===== src/design/sbm_pkg.sv =====
// sbm_pkg: field widths, address windows, copy constants and the result word type
// for the serial bank mapper. No dependencies.
`timescale 1ns / 1ps
`default_nettype none

package sbm_pkg;

  localparam int ADDR_W  = 16;
  localparam int DATA_W  = 8;
  localparam int DEST_W  = 16;
  localparam int SRC_W   = 23;
  localparam int LEN_W   = 16;
  localparam int BANKS_W = 8;

  localparam logic [BANKS_W-1:0] BANKS_RESET = 8'd2;

  // Address window codes, taken from address bits 14:13
  localparam logic [1:0] WIN_CTRL = 2'd0;
  localparam logic [1:0] WIN_CHR0 = 2'd1;
  localparam logic [1:0] WIN_CHR1 = 2'd2;
  localparam logic [1:0] WIN_PRG  = 2'd3;

  localparam int CLEAR_BIT  = 7;
  localparam int SERIAL_BIT = 0;

  localparam logic [SRC_W-1:0] HEADER_BYTES = 23'd16;

  // Bank sizes as shift amounts (log2 of bytes)
  localparam int SHIFT_4K  = 12;
  localparam int SHIFT_8K  = 13;
  localparam int SHIFT_16K = 14;
  localparam int SHIFT_32K = 15;

  localparam logic [LEN_W-1:0] LEN_4K  = 16'd4096;
  localparam logic [LEN_W-1:0] LEN_8K  = 16'd8192;
  localparam logic [LEN_W-1:0] LEN_16K = 16'd16384;
  localparam logic [LEN_W-1:0] LEN_32K = 16'd32768;

  localparam logic [DEST_W-1:0] DEST_PRG_LOW  = 16'h8000;
  localparam logic [DEST_W-1:0] DEST_PRG_HIGH = 16'hC000;
  localparam logic [DEST_W-1:0] DEST_CHR_LOW  = 16'h0000;
  localparam logic [DEST_W-1:0] DEST_CHR_HIGH = 16'h1000;

  localparam logic TARGET_PRG = 1'b0;
  localparam logic TARGET_CHR = 1'b1;

  typedef struct packed {
    logic              copy_valid;
    logic              copy_target;
    logic [DEST_W-1:0] dest_address;
    logic [SRC_W-1:0]  source_offset;
    logic [LEN_W-1:0]  copy_length;
    logic              mirroring;
    logic              one_screen;
  } copy_word_t;

endpackage

`default_nettype wire


===== src/design/sbm_ifs.sv =====
// Channel interfaces of the serial bank mapper: CPU write input, configuration
// write and copy request output. Depends on sbm_pkg.
`timescale 1ns / 1ps
`default_nettype none

interface sbm_cpu_if;
  logic                        valid;
  logic                        ready;
  logic [sbm_pkg::ADDR_W-1:0]  address;
  logic [sbm_pkg::DATA_W-1:0]  write_data;

  modport source (output valid, output address, output write_data, input ready);
  modport sink   (input valid, input address, input write_data, output ready);
endinterface

interface sbm_cfg_if;
  logic                        valid;
  logic                        ready;
  logic [sbm_pkg::BANKS_W-1:0] prg_rom_banks;

  modport source (output valid, output prg_rom_banks, input ready);
  modport sink   (input valid, input prg_rom_banks, output ready);
endinterface

interface sbm_copy_if;
  logic                        valid;
  logic                        ready;
  logic                        copy_valid;
  logic                        copy_target;
  logic [sbm_pkg::DEST_W-1:0]  dest_address;
  logic [sbm_pkg::SRC_W-1:0]   source_offset;
  logic [sbm_pkg::LEN_W-1:0]   copy_length;
  logic                        mirroring;
  logic                        one_screen;

  modport source (output valid, output copy_valid, output copy_target,
                  output dest_address, output source_offset, output copy_length,
                  output mirroring, output one_screen, input ready);
  modport sink   (input valid, input copy_valid, input copy_target,
                  input dest_address, input source_offset, input copy_length,
                  input mirroring, input one_screen, output ready);
endinterface

`default_nettype wire


===== src/design/sbm_out_buf.sv =====
// sbm_out_buf: two-entry result buffer that decouples the mapper from a
// stalling receiver. Depends on sbm_pkg for the result word type.
`timescale 1ns / 1ps
`default_nettype none

module sbm_out_buf (
  input  wire logic                clk,
  input  wire logic                rst,
  input  wire logic                push,
  input  wire sbm_pkg::copy_word_t push_word,
  output logic                     full,
  output logic                     out_valid,
  input  wire logic                out_ready,
  output sbm_pkg::copy_word_t      out_word
);

  sbm_pkg::copy_word_t entries [2];
  logic       wr_ptr;
  logic       rd_ptr;
  logic [1:0] count;
  logic       pop;

  assign pop       = out_valid && out_ready;
  assign out_valid = (count != 2'd0);
  assign full      = (count == 2'd2);
  assign out_word  = entries[rd_ptr];

  // Store pushed words
  always_ff @(posedge clk) begin
    if (push) begin
      entries[wr_ptr] <= push_word;
    end
  end

  // Advance pointers and occupancy
  always_ff @(posedge clk) begin
    if (rst) begin
      wr_ptr <= 1'b0;
      rd_ptr <= 1'b0;
      count  <= 2'd0;
    end else begin
      if (push) begin
        wr_ptr <= ~wr_ptr;
      end
      if (pop) begin
        rd_ptr <= ~rd_ptr;
      end
      if (push && !pop) begin
        count <= count + 2'd1;
      end else if (pop && !push) begin
        count <= count - 2'd1;
      end
    end
  end

  a_count_bound: assert property (@(posedge clk) disable iff (rst) count <= 2'd2)
    else $error("result buffer occupancy out of range");

  a_no_overflow: assert property (@(posedge clk) disable iff (rst) full |-> !push)
    else $error("push into full result buffer");

  a_ptr_gap: assert property (@(posedge clk) disable iff (rst)
    (count == 2'd1) |-> (wr_ptr != rd_ptr))
    else $error("pointers disagree with occupancy");

endmodule

`default_nettype wire


===== src/design/serial_bank_mapper.sv =====
// serial_bank_mapper: top level. Serial bank registers, control flags and copy
// request generation. Depends on sbm_pkg, sbm_ifs and sbm_out_buf.
`timescale 1ns / 1ps
`default_nettype none

// Usage
//   cpu  : one CPU bus write per word (address, write_data). Writes at 0x8000
//          and above shift bit 0 into the serial register of their 8 KiB
//          window; bit 7 set clears that register instead.
//   copy : exactly one result word per CPU write, in order. copy_valid marks a
//          committed PRG or nonzero CHR bank switch with its destination, image
//          offset and length; mirroring and one_screen always show the current flags.
//   cfg  : writes prg_rom_banks; always ready. Write it only while idle.
// Timing
//   Each write is decoded and its register state updated in the cycle it is
//   accepted; its result word is registered in the result buffer and shown once
//   older words have left. One write per cycle while the result buffer is not full.
// Reset
//   rst (synchronous) clears all shift registers and flags, empties the
//   result buffer and sets prg_rom_banks to 2.
// Stalls
//   A two-entry result buffer keeps cpu ready while one result waits; cpu
//   ready drops only when both entries are held by a stalled receiver.

module serial_bank_mapper #(
  parameter int SERIAL_BITS = 5
) (
  input  wire logic   clk,
  input  wire logic   rst,
  sbm_cpu_if.sink     cpu,
  sbm_cfg_if.sink     cfg,
  sbm_copy_if.source  copy
);

  localparam int SW = SERIAL_BITS;
  localparam int CW = $clog2(SERIAL_BITS + 1);
  localparam int PW = sbm_pkg::SRC_W - SW;

  // Serial registers, one per window
  logic [SW-1:0] shift_value [4];
  logic [CW-1:0] shift_count [4];

  // Control flags
  logic prg_area_flag;
  logic prg_small_pages;
  logic chr_small_pages;
  logic mirror_mode;
  logic single_screen;

  logic [sbm_pkg::BANKS_W-1:0] prg_rom_banks;

  // Decode
  logic          accept;
  logic          buf_full;
  logic          high_window;
  logic [1:0]    win;
  logic          clear_req;
  logic          serial_bit;
  logic [SW-1:0] cur_value;
  logic [CW-1:0] cur_count;
  logic [SW-1:0] shifted_value;
  logic [CW:0]   count_inc;
  logic          commit;
  logic [SW-1:0] val;
  logic          ctrl_commit;
  logic [sbm_pkg::SRC_W-1:0] val_ext;
  logic [sbm_pkg::SRC_W-1:0] chr_base;

  sbm_pkg::copy_word_t res;
  sbm_pkg::copy_word_t out_word;
  logic                out_valid;

  assign accept      = cpu.valid && cpu.ready;
  assign cpu.ready   = !buf_full;
  assign cfg.ready   = 1'b1;

  assign high_window = cpu.address[sbm_pkg::ADDR_W-1];
  assign win         = cpu.address[sbm_pkg::ADDR_W-2:sbm_pkg::ADDR_W-3];
  assign clear_req   = cpu.write_data[sbm_pkg::CLEAR_BIT];
  assign serial_bit  = cpu.write_data[sbm_pkg::SERIAL_BIT];
  assign cur_value   = shift_value[win];
  assign cur_count   = shift_count[win];

  // Shift the serial bit in at the current count
  always_comb begin
    shifted_value = cur_value;
    if ({1'b0, cur_count} < (CW + 1)'(SW)) begin
      shifted_value = cur_value | (SW'(serial_bit) << cur_count);
    end
  end

  assign count_inc   = {1'b0, cur_count} + (CW + 1)'(1);
  assign commit      = high_window && !clear_req && (count_inc >= (CW + 1)'(SW));
  assign val         = shifted_value;
  assign ctrl_commit = commit && (win == sbm_pkg::WIN_CTRL);
  assign val_ext     = {{PW{1'b0}}, val};
  assign chr_base    = sbm_pkg::HEADER_BYTES
                     + (sbm_pkg::SRC_W'(prg_rom_banks) << sbm_pkg::SHIFT_16K);

  // Build the result word
  always_comb begin
    res               = '0;
    res.mirroring     = ctrl_commit ? !val[0] : mirror_mode;
    res.one_screen    = ctrl_commit ? val[1] : single_screen;
    if (commit) begin
      case (win)
        sbm_pkg::WIN_PRG: begin
          res.copy_valid    = 1'b1;
          res.copy_target   = sbm_pkg::TARGET_PRG;
          res.copy_length   = prg_small_pages ? sbm_pkg::LEN_16K : sbm_pkg::LEN_32K;
          res.dest_address  = (prg_small_pages && !prg_area_flag) ?
                              sbm_pkg::DEST_PRG_HIGH : sbm_pkg::DEST_PRG_LOW;
          res.source_offset = sbm_pkg::HEADER_BYTES + (prg_small_pages ?
                              (val_ext << sbm_pkg::SHIFT_16K) :
                              (val_ext << sbm_pkg::SHIFT_32K));
        end
        sbm_pkg::WIN_CHR0, sbm_pkg::WIN_CHR1: begin
          if (val != '0) begin
            res.copy_valid    = 1'b1;
            res.copy_target   = sbm_pkg::TARGET_CHR;
            res.copy_length   = chr_small_pages ? sbm_pkg::LEN_4K : sbm_pkg::LEN_8K;
            res.dest_address  = (chr_small_pages && (win == sbm_pkg::WIN_CHR1)) ?
                                sbm_pkg::DEST_CHR_HIGH : sbm_pkg::DEST_CHR_LOW;
            res.source_offset = chr_base + (chr_small_pages ?
                                (val_ext << sbm_pkg::SHIFT_4K) :
                                (val_ext << sbm_pkg::SHIFT_8K));
          end
        end
        default: begin
          res.copy_valid = 1'b0;
        end
      endcase
    end
  end

  // Update serial registers and flags on each accepted write at 0x8000 and above
  always_ff @(posedge clk) begin
    if (rst) begin
      for (int i = 0; i < 4; i++) begin
        shift_value[i] <= '0;
        shift_count[i] <= '0;
      end
      prg_area_flag   <= 1'b0;
      prg_small_pages <= 1'b0;
      chr_small_pages <= 1'b0;
      mirror_mode     <= 1'b0;
      single_screen   <= 1'b0;
    end else if (accept && high_window) begin
      if (clear_req || commit) begin
        shift_value[win] <= '0;
        shift_count[win] <= '0;
      end else begin
        shift_value[win] <= shifted_value;
        shift_count[win] <= count_inc[CW-1:0];
      end
      if (ctrl_commit) begin
        mirror_mode     <= !val[0];
        single_screen   <= val[1];
        prg_area_flag   <= val[2];
        prg_small_pages <= val[3];
        chr_small_pages <= val[4];
      end
    end
  end

  // Hold the bank count register
  always_ff @(posedge clk) begin
    if (rst) begin
      prg_rom_banks <= sbm_pkg::BANKS_RESET;
    end else if (cfg.valid && cfg.ready) begin
      prg_rom_banks <= cfg.prg_rom_banks;
    end
  end

  sbm_out_buf u_out_buf (
    .clk       (clk),
    .rst       (rst),
    .push      (accept),
    .push_word (res),
    .full      (buf_full),
    .out_valid (out_valid),
    .out_ready (copy.ready),
    .out_word  (out_word)
  );

  assign copy.valid         = out_valid;
  assign copy.copy_valid    = out_word.copy_valid;
  assign copy.copy_target   = out_word.copy_target;
  assign copy.dest_address  = out_word.dest_address;
  assign copy.source_offset = out_word.source_offset;
  assign copy.copy_length   = out_word.copy_length;
  assign copy.mirroring     = out_word.mirroring;
  assign copy.one_screen    = out_word.one_screen;

  a_count_below_commit: assert property (@(posedge clk) disable iff (rst)
    ({1'b0, shift_count[0]} < (CW + 1)'(SW)) && ({1'b0, shift_count[1]} < (CW + 1)'(SW)) &&
    ({1'b0, shift_count[2]} < (CW + 1)'(SW)) && ({1'b0, shift_count[3]} < (CW + 1)'(SW)))
    else $error("serial count reached commit without clearing");

  a_clear_empties: assert property (@(posedge clk) disable iff (rst)
    accept && high_window && clear_req && (win == sbm_pkg::WIN_PRG)
    |=> (shift_count[3] == '0) && (shift_value[3] == '0))
    else $error("clear write left PRG serial register loaded");

  a_low_write_no_effect: assert property (@(posedge clk) disable iff (rst)
    accept && !high_window |=> $stable(mirror_mode) && $stable(prg_small_pages) &&
    $stable(chr_small_pages))
    else $error("write below window changed control flags");

  a_prg_dest: assert property (@(posedge clk) disable iff (rst)
    copy.valid && copy.copy_valid && (copy.copy_target == sbm_pkg::TARGET_PRG)
    |-> (copy.dest_address == sbm_pkg::DEST_PRG_LOW) ||
        (copy.dest_address == sbm_pkg::DEST_PRG_HIGH))
    else $error("PRG copy to bad destination");

endmodule

`default_nettype wire


===== src/flat_wrapper.sv =====
// flat-port wrapper written by rule: the top's interface ports become plain ports
module serial_bank_mapper_flat 
#(
  parameter int SERIAL_BITS = 5
)
  (clk, rst, cpu_valid, cpu_address, cpu_write_data, cpu_ready, cfg_valid, cfg_prg_rom_banks, cfg_ready, copy_valid, copy_copy_valid, copy_copy_target, copy_dest_address, copy_source_offset, copy_copy_length, copy_mirroring, copy_one_screen, copy_ready);
  sbm_cpu_if cpu_i ();
  sbm_cfg_if cfg_i ();
  sbm_copy_if copy_i ();
  input  wire logic clk;
  input  wire logic rst;
  input wire logic [$bits(cpu_i.valid)-1:0] cpu_valid;
  input wire logic [$bits(cpu_i.address)-1:0] cpu_address;
  input wire logic [$bits(cpu_i.write_data)-1:0] cpu_write_data;
  output wire logic [$bits(cpu_i.ready)-1:0] cpu_ready;
  input wire logic [$bits(cfg_i.valid)-1:0] cfg_valid;
  input wire logic [$bits(cfg_i.prg_rom_banks)-1:0] cfg_prg_rom_banks;
  output wire logic [$bits(cfg_i.ready)-1:0] cfg_ready;
  output wire logic [$bits(copy_i.valid)-1:0] copy_valid;
  output wire logic [$bits(copy_i.copy_valid)-1:0] copy_copy_valid;
  output wire logic [$bits(copy_i.copy_target)-1:0] copy_copy_target;
  output wire logic [$bits(copy_i.dest_address)-1:0] copy_dest_address;
  output wire logic [$bits(copy_i.source_offset)-1:0] copy_source_offset;
  output wire logic [$bits(copy_i.copy_length)-1:0] copy_copy_length;
  output wire logic [$bits(copy_i.mirroring)-1:0] copy_mirroring;
  output wire logic [$bits(copy_i.one_screen)-1:0] copy_one_screen;
  input wire logic [$bits(copy_i.ready)-1:0] copy_ready;
  assign cpu_i.valid = cpu_valid;
  assign cpu_i.address = cpu_address;
  assign cpu_i.write_data = cpu_write_data;
  assign cpu_ready = cpu_i.ready;
  assign cfg_i.valid = cfg_valid;
  assign cfg_i.prg_rom_banks = cfg_prg_rom_banks;
  assign cfg_ready = cfg_i.ready;
  assign copy_valid = copy_i.valid;
  assign copy_copy_valid = copy_i.copy_valid;
  assign copy_copy_target = copy_i.copy_target;
  assign copy_dest_address = copy_i.dest_address;
  assign copy_source_offset = copy_i.source_offset;
  assign copy_copy_length = copy_i.copy_length;
  assign copy_mirroring = copy_i.mirroring;
  assign copy_one_screen = copy_i.one_screen;
  assign copy_i.ready = copy_ready;
  serial_bank_mapper #(.SERIAL_BITS(SERIAL_BITS)) u_core (.clk(clk), .rst(rst), .cpu(cpu_i), .cfg(cfg_i), .copy(copy_i));
endmodule

===== config.mk =====
export PLATFORM = sky130hd
export DESIGN_NAME = serial_bank_mapper_flat
export DESIGN_NICKNAME = d
export VERILOG_FILES = /design/src/design/sbm_pkg.sv /design/src/design/sbm_ifs.sv /design/src/design/sbm_out_buf.sv /design/src/design/serial_bank_mapper.sv /design/src/flat_wrapper.sv
export SDC_FILE = /design/constraint.sdc
export NUM_CORES = 1
export LEC_CHECK = 0
export BUFFER_PORTS_ARGS = -buffer_cell sky130_fd_sc_hd__buf_2
export CORE_UTILIZATION = 40
export CTS_CLUSTER_SIZE = 8
export DETAILED_ROUTE_END_ITERATION = 8
export GPL_TIMING_DRIVEN = 0
export MAX_ROUTING_LAYER = met4
export SLEW_MARGIN = 20
export SYNTH_ARGS = -nofsm -noshare
export SYNTH_HDL_FRONTEND = slang
export SYNTH_SLANG_ARGS = --single-unit

===== constraint.sdc =====
create_clock -name clk -period 8.6 [get_ports clk]
set_input_delay 2.58 -clock clk [delete_from_list [all_inputs] [get_ports clk]]
set_output_delay 2.58 -clock clk [all_outputs]
set_load 0.05 [all_outputs]

-- After elaboration in Yosys (flattened, before gate mapping)
Memories as Yosys holds them, arrays and structs flattened. A register that Yosys moved wholly into a read port is not among the register bits.
Index checks and enable logic that the tools add are counted.
- register bits after elaboration: 17
- latch bits: 0
- RAM bits: 150
- memory bits (read-only): 0
- input bits: 37
- output and inout bits: 62
- word-level logic and storage cells: 92
- memories: 3
- memories (name ; depth ; bits a word ; read ports ; clocked after Yosys merged registers in ; wr ports ; RTL line ; text):
    u_core.u_out_buf.entries ; 2 ; 59 ; 1 ; 1 ; 1 ; sbm_out_buf.sv:17 ; sbm_pkg::copy_word_t entries [2];
    u_core.shift_value ; 4 ; 5 ; 1 ; 0 ; 4 ; serial_bank_mapper.sv:40 ; logic [SW-1:0] shift_value [4];
    u_core.shift_count ; 4 ; 3 ; 1 ; 0 ; 4 ; serial_bank_mapper.sv:41 ; logic [CW-1:0] shift_count [4];
- add/sub/neg operators: 6
- $mul: 0
- divide/modulo/power cells: 0
- order comparisons: 2
- equal/unequal tests: 4
- shift operators: 1
- multiplexer cells: 37
- bitwise logic cells: 5
- reduce and logical (&&, ||, !) cells: 25
- operators with widths (operator ; count):
    2-to-1 mux 57 bit ; 2
    case mux 56 bit (2 select lines) ; 1
    adder 23 bit ; 1
    adder 5 x 22 -> 23 bit (first input constant) ; 1
    adder 5 x 23 -> 23 bit (first input constant) ; 1
    2-to-1 mux 20 bit ; 1
    2-to-1 mux 1 bit ; 18
    2-to-1 mux 18 bit ; 1
    2-to-1 mux 16 bit ; 1
    2-to-1 mux 15 bit ; 1
    2-to-1 mux 5 bit ; 3
    2-to-1 mux 14 bit ; 1
    2-to-1 mux 13 bit ; 1
    logical AND 1 bit ; 10
    2-to-1 mux 2 bit ; 4
    == test 2 bit (second input constant) ; 3
    zero test 1 bit ; 6
    2-to-1 mux 3 bit ; 2
    bitwise OR 5 bit ; 1
    nonzero test 5 bit ; 1
    OR reduction 5 bit ; 1
    << shifter 1 x 3 -> 5 bit ; 1
    adder 3 x 1 -> 4 bit (second input constant) ; 1
    greater-or-equal comparator 4 x 3 -> 1 bit (second input constant) ; 1
    other kinds (13) ; 16

-- Depth between registers and ports, before layout
An unclocked memory read counts as a cell.
- depth in word-level cells: 12
- gate-level depth with buffers: 12
- depth with buffers taken out: 11

-- Hierarchy
From an unflattened synthesis, not the netlist that was laid out.
- cells, all modules: 463
- area, all modules: 7225.7 µm²
- by module, submodules not included (module ; instances ; cells each ; area an instance (µm²) ; sequential area each (µm²)):
    sbm_out_buf ; 1 ; 206 ; 4513.1 ; 3643.5
    serial_bank_mapper ; 1 ; 257 ; 2712.6 ; 1221.2

-- Worst setup path before layout
Ideal clock, no wire load.
- path kind: input to register
- from: input cpu_address[13]
- to: memory u_core.u_out_buf.entries[0][38] (netlist name) (data pin)
- setup time: 0.257 ns
- arrival: 4.923 ns
- data required time: 8.343 ns
- slack: 3.420 ns
- stages: 12
- path buffers: 1
- path through: buf_6 > mux4_2 > and4bb_1 > nor3_1 > a21oi_1 > ha_1 > fa_1 > a21o_1 > a21oi_1 > nor2_1 > xnor2_1 > nor2_1
- RTL lines (item ; RTL line ; text):
    start, declared ; flat_wrapper.sv:13 ; input wire logic [$bits(cpu_i.address)-1:0] cpu_address;
    end, declared ; sbm_out_buf.sv:17 ;

==> results_dict.tcl <==
set metrics [dict create \
    syn_inst 363 \
    setup_tns_ns 0 \
    wl_per_cell_um 15.0 \
    grt_first_pass_wirelength_um 14100 \
    hpwl_um 6480 \
    path_max_fanout 10 \
    post_cts_buffers 0 \
    gp_congestion 0.825 \
    outcome "finished clean" \
    drc 0 \
    final_cell_area_um2 5440 \
    core_area_um2 11000 \
    nNetsFinal 497 \
    synthArstFlopShare_pct 0 \
    synth_edf_count 76 \
    routed_via_density 4.76 \
    multiInputGateArea_um2 1690 \
    ys_warn_count 0 \
    critPathRequiredTime_ns 8.69 \
    instances_no_fill 594 \
    holdWs_ns 0.504 \
    grt_max_degree 23 \
    cts_tree "built" \
    yosys.area.top_type "edfxtp_1" \
    fin_crit_sh_pct 63.6 \
    ctsHoldBuffers 0 \
    worstSetupPathType "primary input to flip-flop" \
    die_y_um 109 \
    io_pins 99 \
    antenna_cells 0 \
    power.density_nw_per_um2 265 \
    first_pass_iters 4 \
    globalRoute.totalOverflow 0 \
    die_x_um 109 \
    first_global_vias 2837 \
    vias 2825 \
    ys_seq_area_share_pct 57.6 \
    fin_ws_ns 3.13 \
    initial_core_util_pct 41.6 \
    row_count 38 \
    syn_avg_cell_area_um2 12.6 \
    synth_cell_types 46 \
    synth_most_common_cell "edfxtp_1" \
    fmax_mhz 183 \
    synth.top_cells.by_count "edfxtp_1, nor2_1, buf_4" \
    hold_violations 0 \
    clkSinkCount 94 \
    cts.clk_slew.worst_paths_ns 0.06 \
    routed_wirelength_um 8930 \
    synth.top_cell.area_share_pct 49.7 \
    drt_iter0_markers 129 \
    dieArea_um2 11900 \
    seqCellArea_um2 2640 \
    cts_buffer_depth 2 \
    ys.flop_type "edfxtp_1" \
    track_usage_pct 16.4 \
    antenna_found_initial 0 \
    synth_area_um2 4590 \
    area_delta_synth_final_pct 18.6 \
    pre_cts_slack_ns 2.78 \
    worstSetupStartpointType "primary input" \
    setup_viol 0 \
    finalClockSkew_ns 0.00639 \
    port_buffers 40 \
    cts_root_buf "clkbuf_16" \
    vdd_drop_max_uv 140 \
    min_path_type "flip-flop to flip-flop" \
    cap_violations 0 \
    clkLatencyLatePin_ns 0.34 \
    cts_buffers 9 \
    drive_gt1_share_pct 31.3 \
    cts.htree.levels 3 \
    synth_area_leaders "edfxtp_1, dfxtp_1, buf_4" \
    drv_slew 0 \
    min_period_ns 5.47 \
    maxSlewHeadroom_pct 28.5 \
    worst_pin_slew_ns 1.07 \
    synth_seq_cells 94 \
    postPlaceCellArea_um2 5100 \
    fillers 989 \
    dp_cells 578 \
    leakagePower_uw 0.00224 \
    antenna_left 0 \
    cp-end-kind "flip-flop" \
    arrival_ns 5.56 \
    grt_setup_unrepaired "false" \
    post_cts_resized 0 \
]
-- power by group --
part           switching (uW)  total [uW]  internal [uW]
clock network             167         450            284
logic                     308         430            123
registers                17.4         564            546
-- worst paths after layout --
kind / to / cells past startpoint / start / slack, ns
worst max-delay path: u_core.u_out_buf.entries[1][38] / 12 / cpu_address[13] / 3.13
worst min-delay path: u_core.u_out_buf.count[1] / 2 / u_core.u_out_buf.count[1] / 0.50
worst max register to register: u_core.u_out_buf.entries[1][37] / 10 / u_core.shift_count[2][2] / 5.35
worst min register to register: u_core.u_out_buf.count[1] / 2 / u_core.u_out_buf.count[1] / 0.50
-- logic make-up (layout without fill, tap and decap cells) --
kind of cell               after synthesis  count (layout)  share of synthesized area (%)
and+or+nand+nor                        109             109                           11.4
adders and majority gates               11              11                           3.16
buffers and inverters                   62             118                           8.56
DFF                                     94              94                           57.6
xor gates and xnor gates                10              10                           1.91
AOI/OAI and AO/OA                       33              33                           5.26
other                                    2              37                          0.164
muxes                                   42              42                           12.0
-- sequential cells by signal, summed over array words and instances (netlist names), named ones only --
signal                    count
u_core.prg_small_pages        1
u_core.shift_value           20
u_core.chr_small_pages        1
u_core.prg_rom_banks          8
u_core.single_screen          1
u_core.u_out_buf.rd_ptr       1
u_core.shift_count           12
u_core.u_out_buf.entries     44
u_core.prg_area_flag          1
u_core.mirror_mode            1
u_core.u_out_buf.count        2
u_core.u_out_buf.wr_ptr       1
-- routing by layer --
| metal | part of all wire [%] | vias up | track usage [%] | wire length, um |
|---|---|---|---|---|
| met1 | 47 | 1339 | 20.3 | 4200 |
| met4 | 1.1 | 0 | 6.47 | 99 |
| met3 | 4.2 | 7 | 3.11 | 371 |
| met2 | 48 | 82 | 26.5 | 4250 |
| li1 | - | 1397 | - | - |
| met5 | 0 | - | - | 0 |
-- area by class of cell --
class	instances	share of cell area [%]
sequential	94	48.5
multi-input combinational	242	31.1
buffer	49	6.32
clock buffer	10	4.21
timing repair buffer	40	3.68
tap	140	3.22
clock inverter	6	2.02
inverter	13	0.896
-- layout by cell type (no fill, tap or decap), types with 5 or more instances in the layout --
cell type	n
a211oi_1	6
a21oi_1	7
buf_2	41
buf_4	38
clkbuf_1	6
clkbuf_16	9
conb_1	37
dfxtp_1	18
edfxtp_1	76
ha_1	10
inv_1	13
mux2_2	25
mux2i_1	9
mux4_2	8
nand2_1	11
nand2b_1	6
nor2_1	57
nor3_1	5
xnor2_1	5
xor2_1	5
-- stage by stage --
stage          util (%)  total power, uW
2_1_floorplan         -              918
3_3_place_gp       46.2              999
3_5_place_dp       46.3             1010
4_1_cts            49.4             1460
5_1_grt            49.4             1500
6_report           49.4             1440
-- worst max-delay path, cell delays in order --
cell and delay (ns):
buf_2 0.16, buf_6 0.19, mux4_2 0.55, a31oi_2 0.54, a21oi_1 0.16, ha_1 0.24
fa_1 0.42, a21o_1 0.17, a21oi_1 0.21, nor2_1 0.11, xnor2_1 0.14, nor2_1 0.07
(Power assumes the default switching activity.)
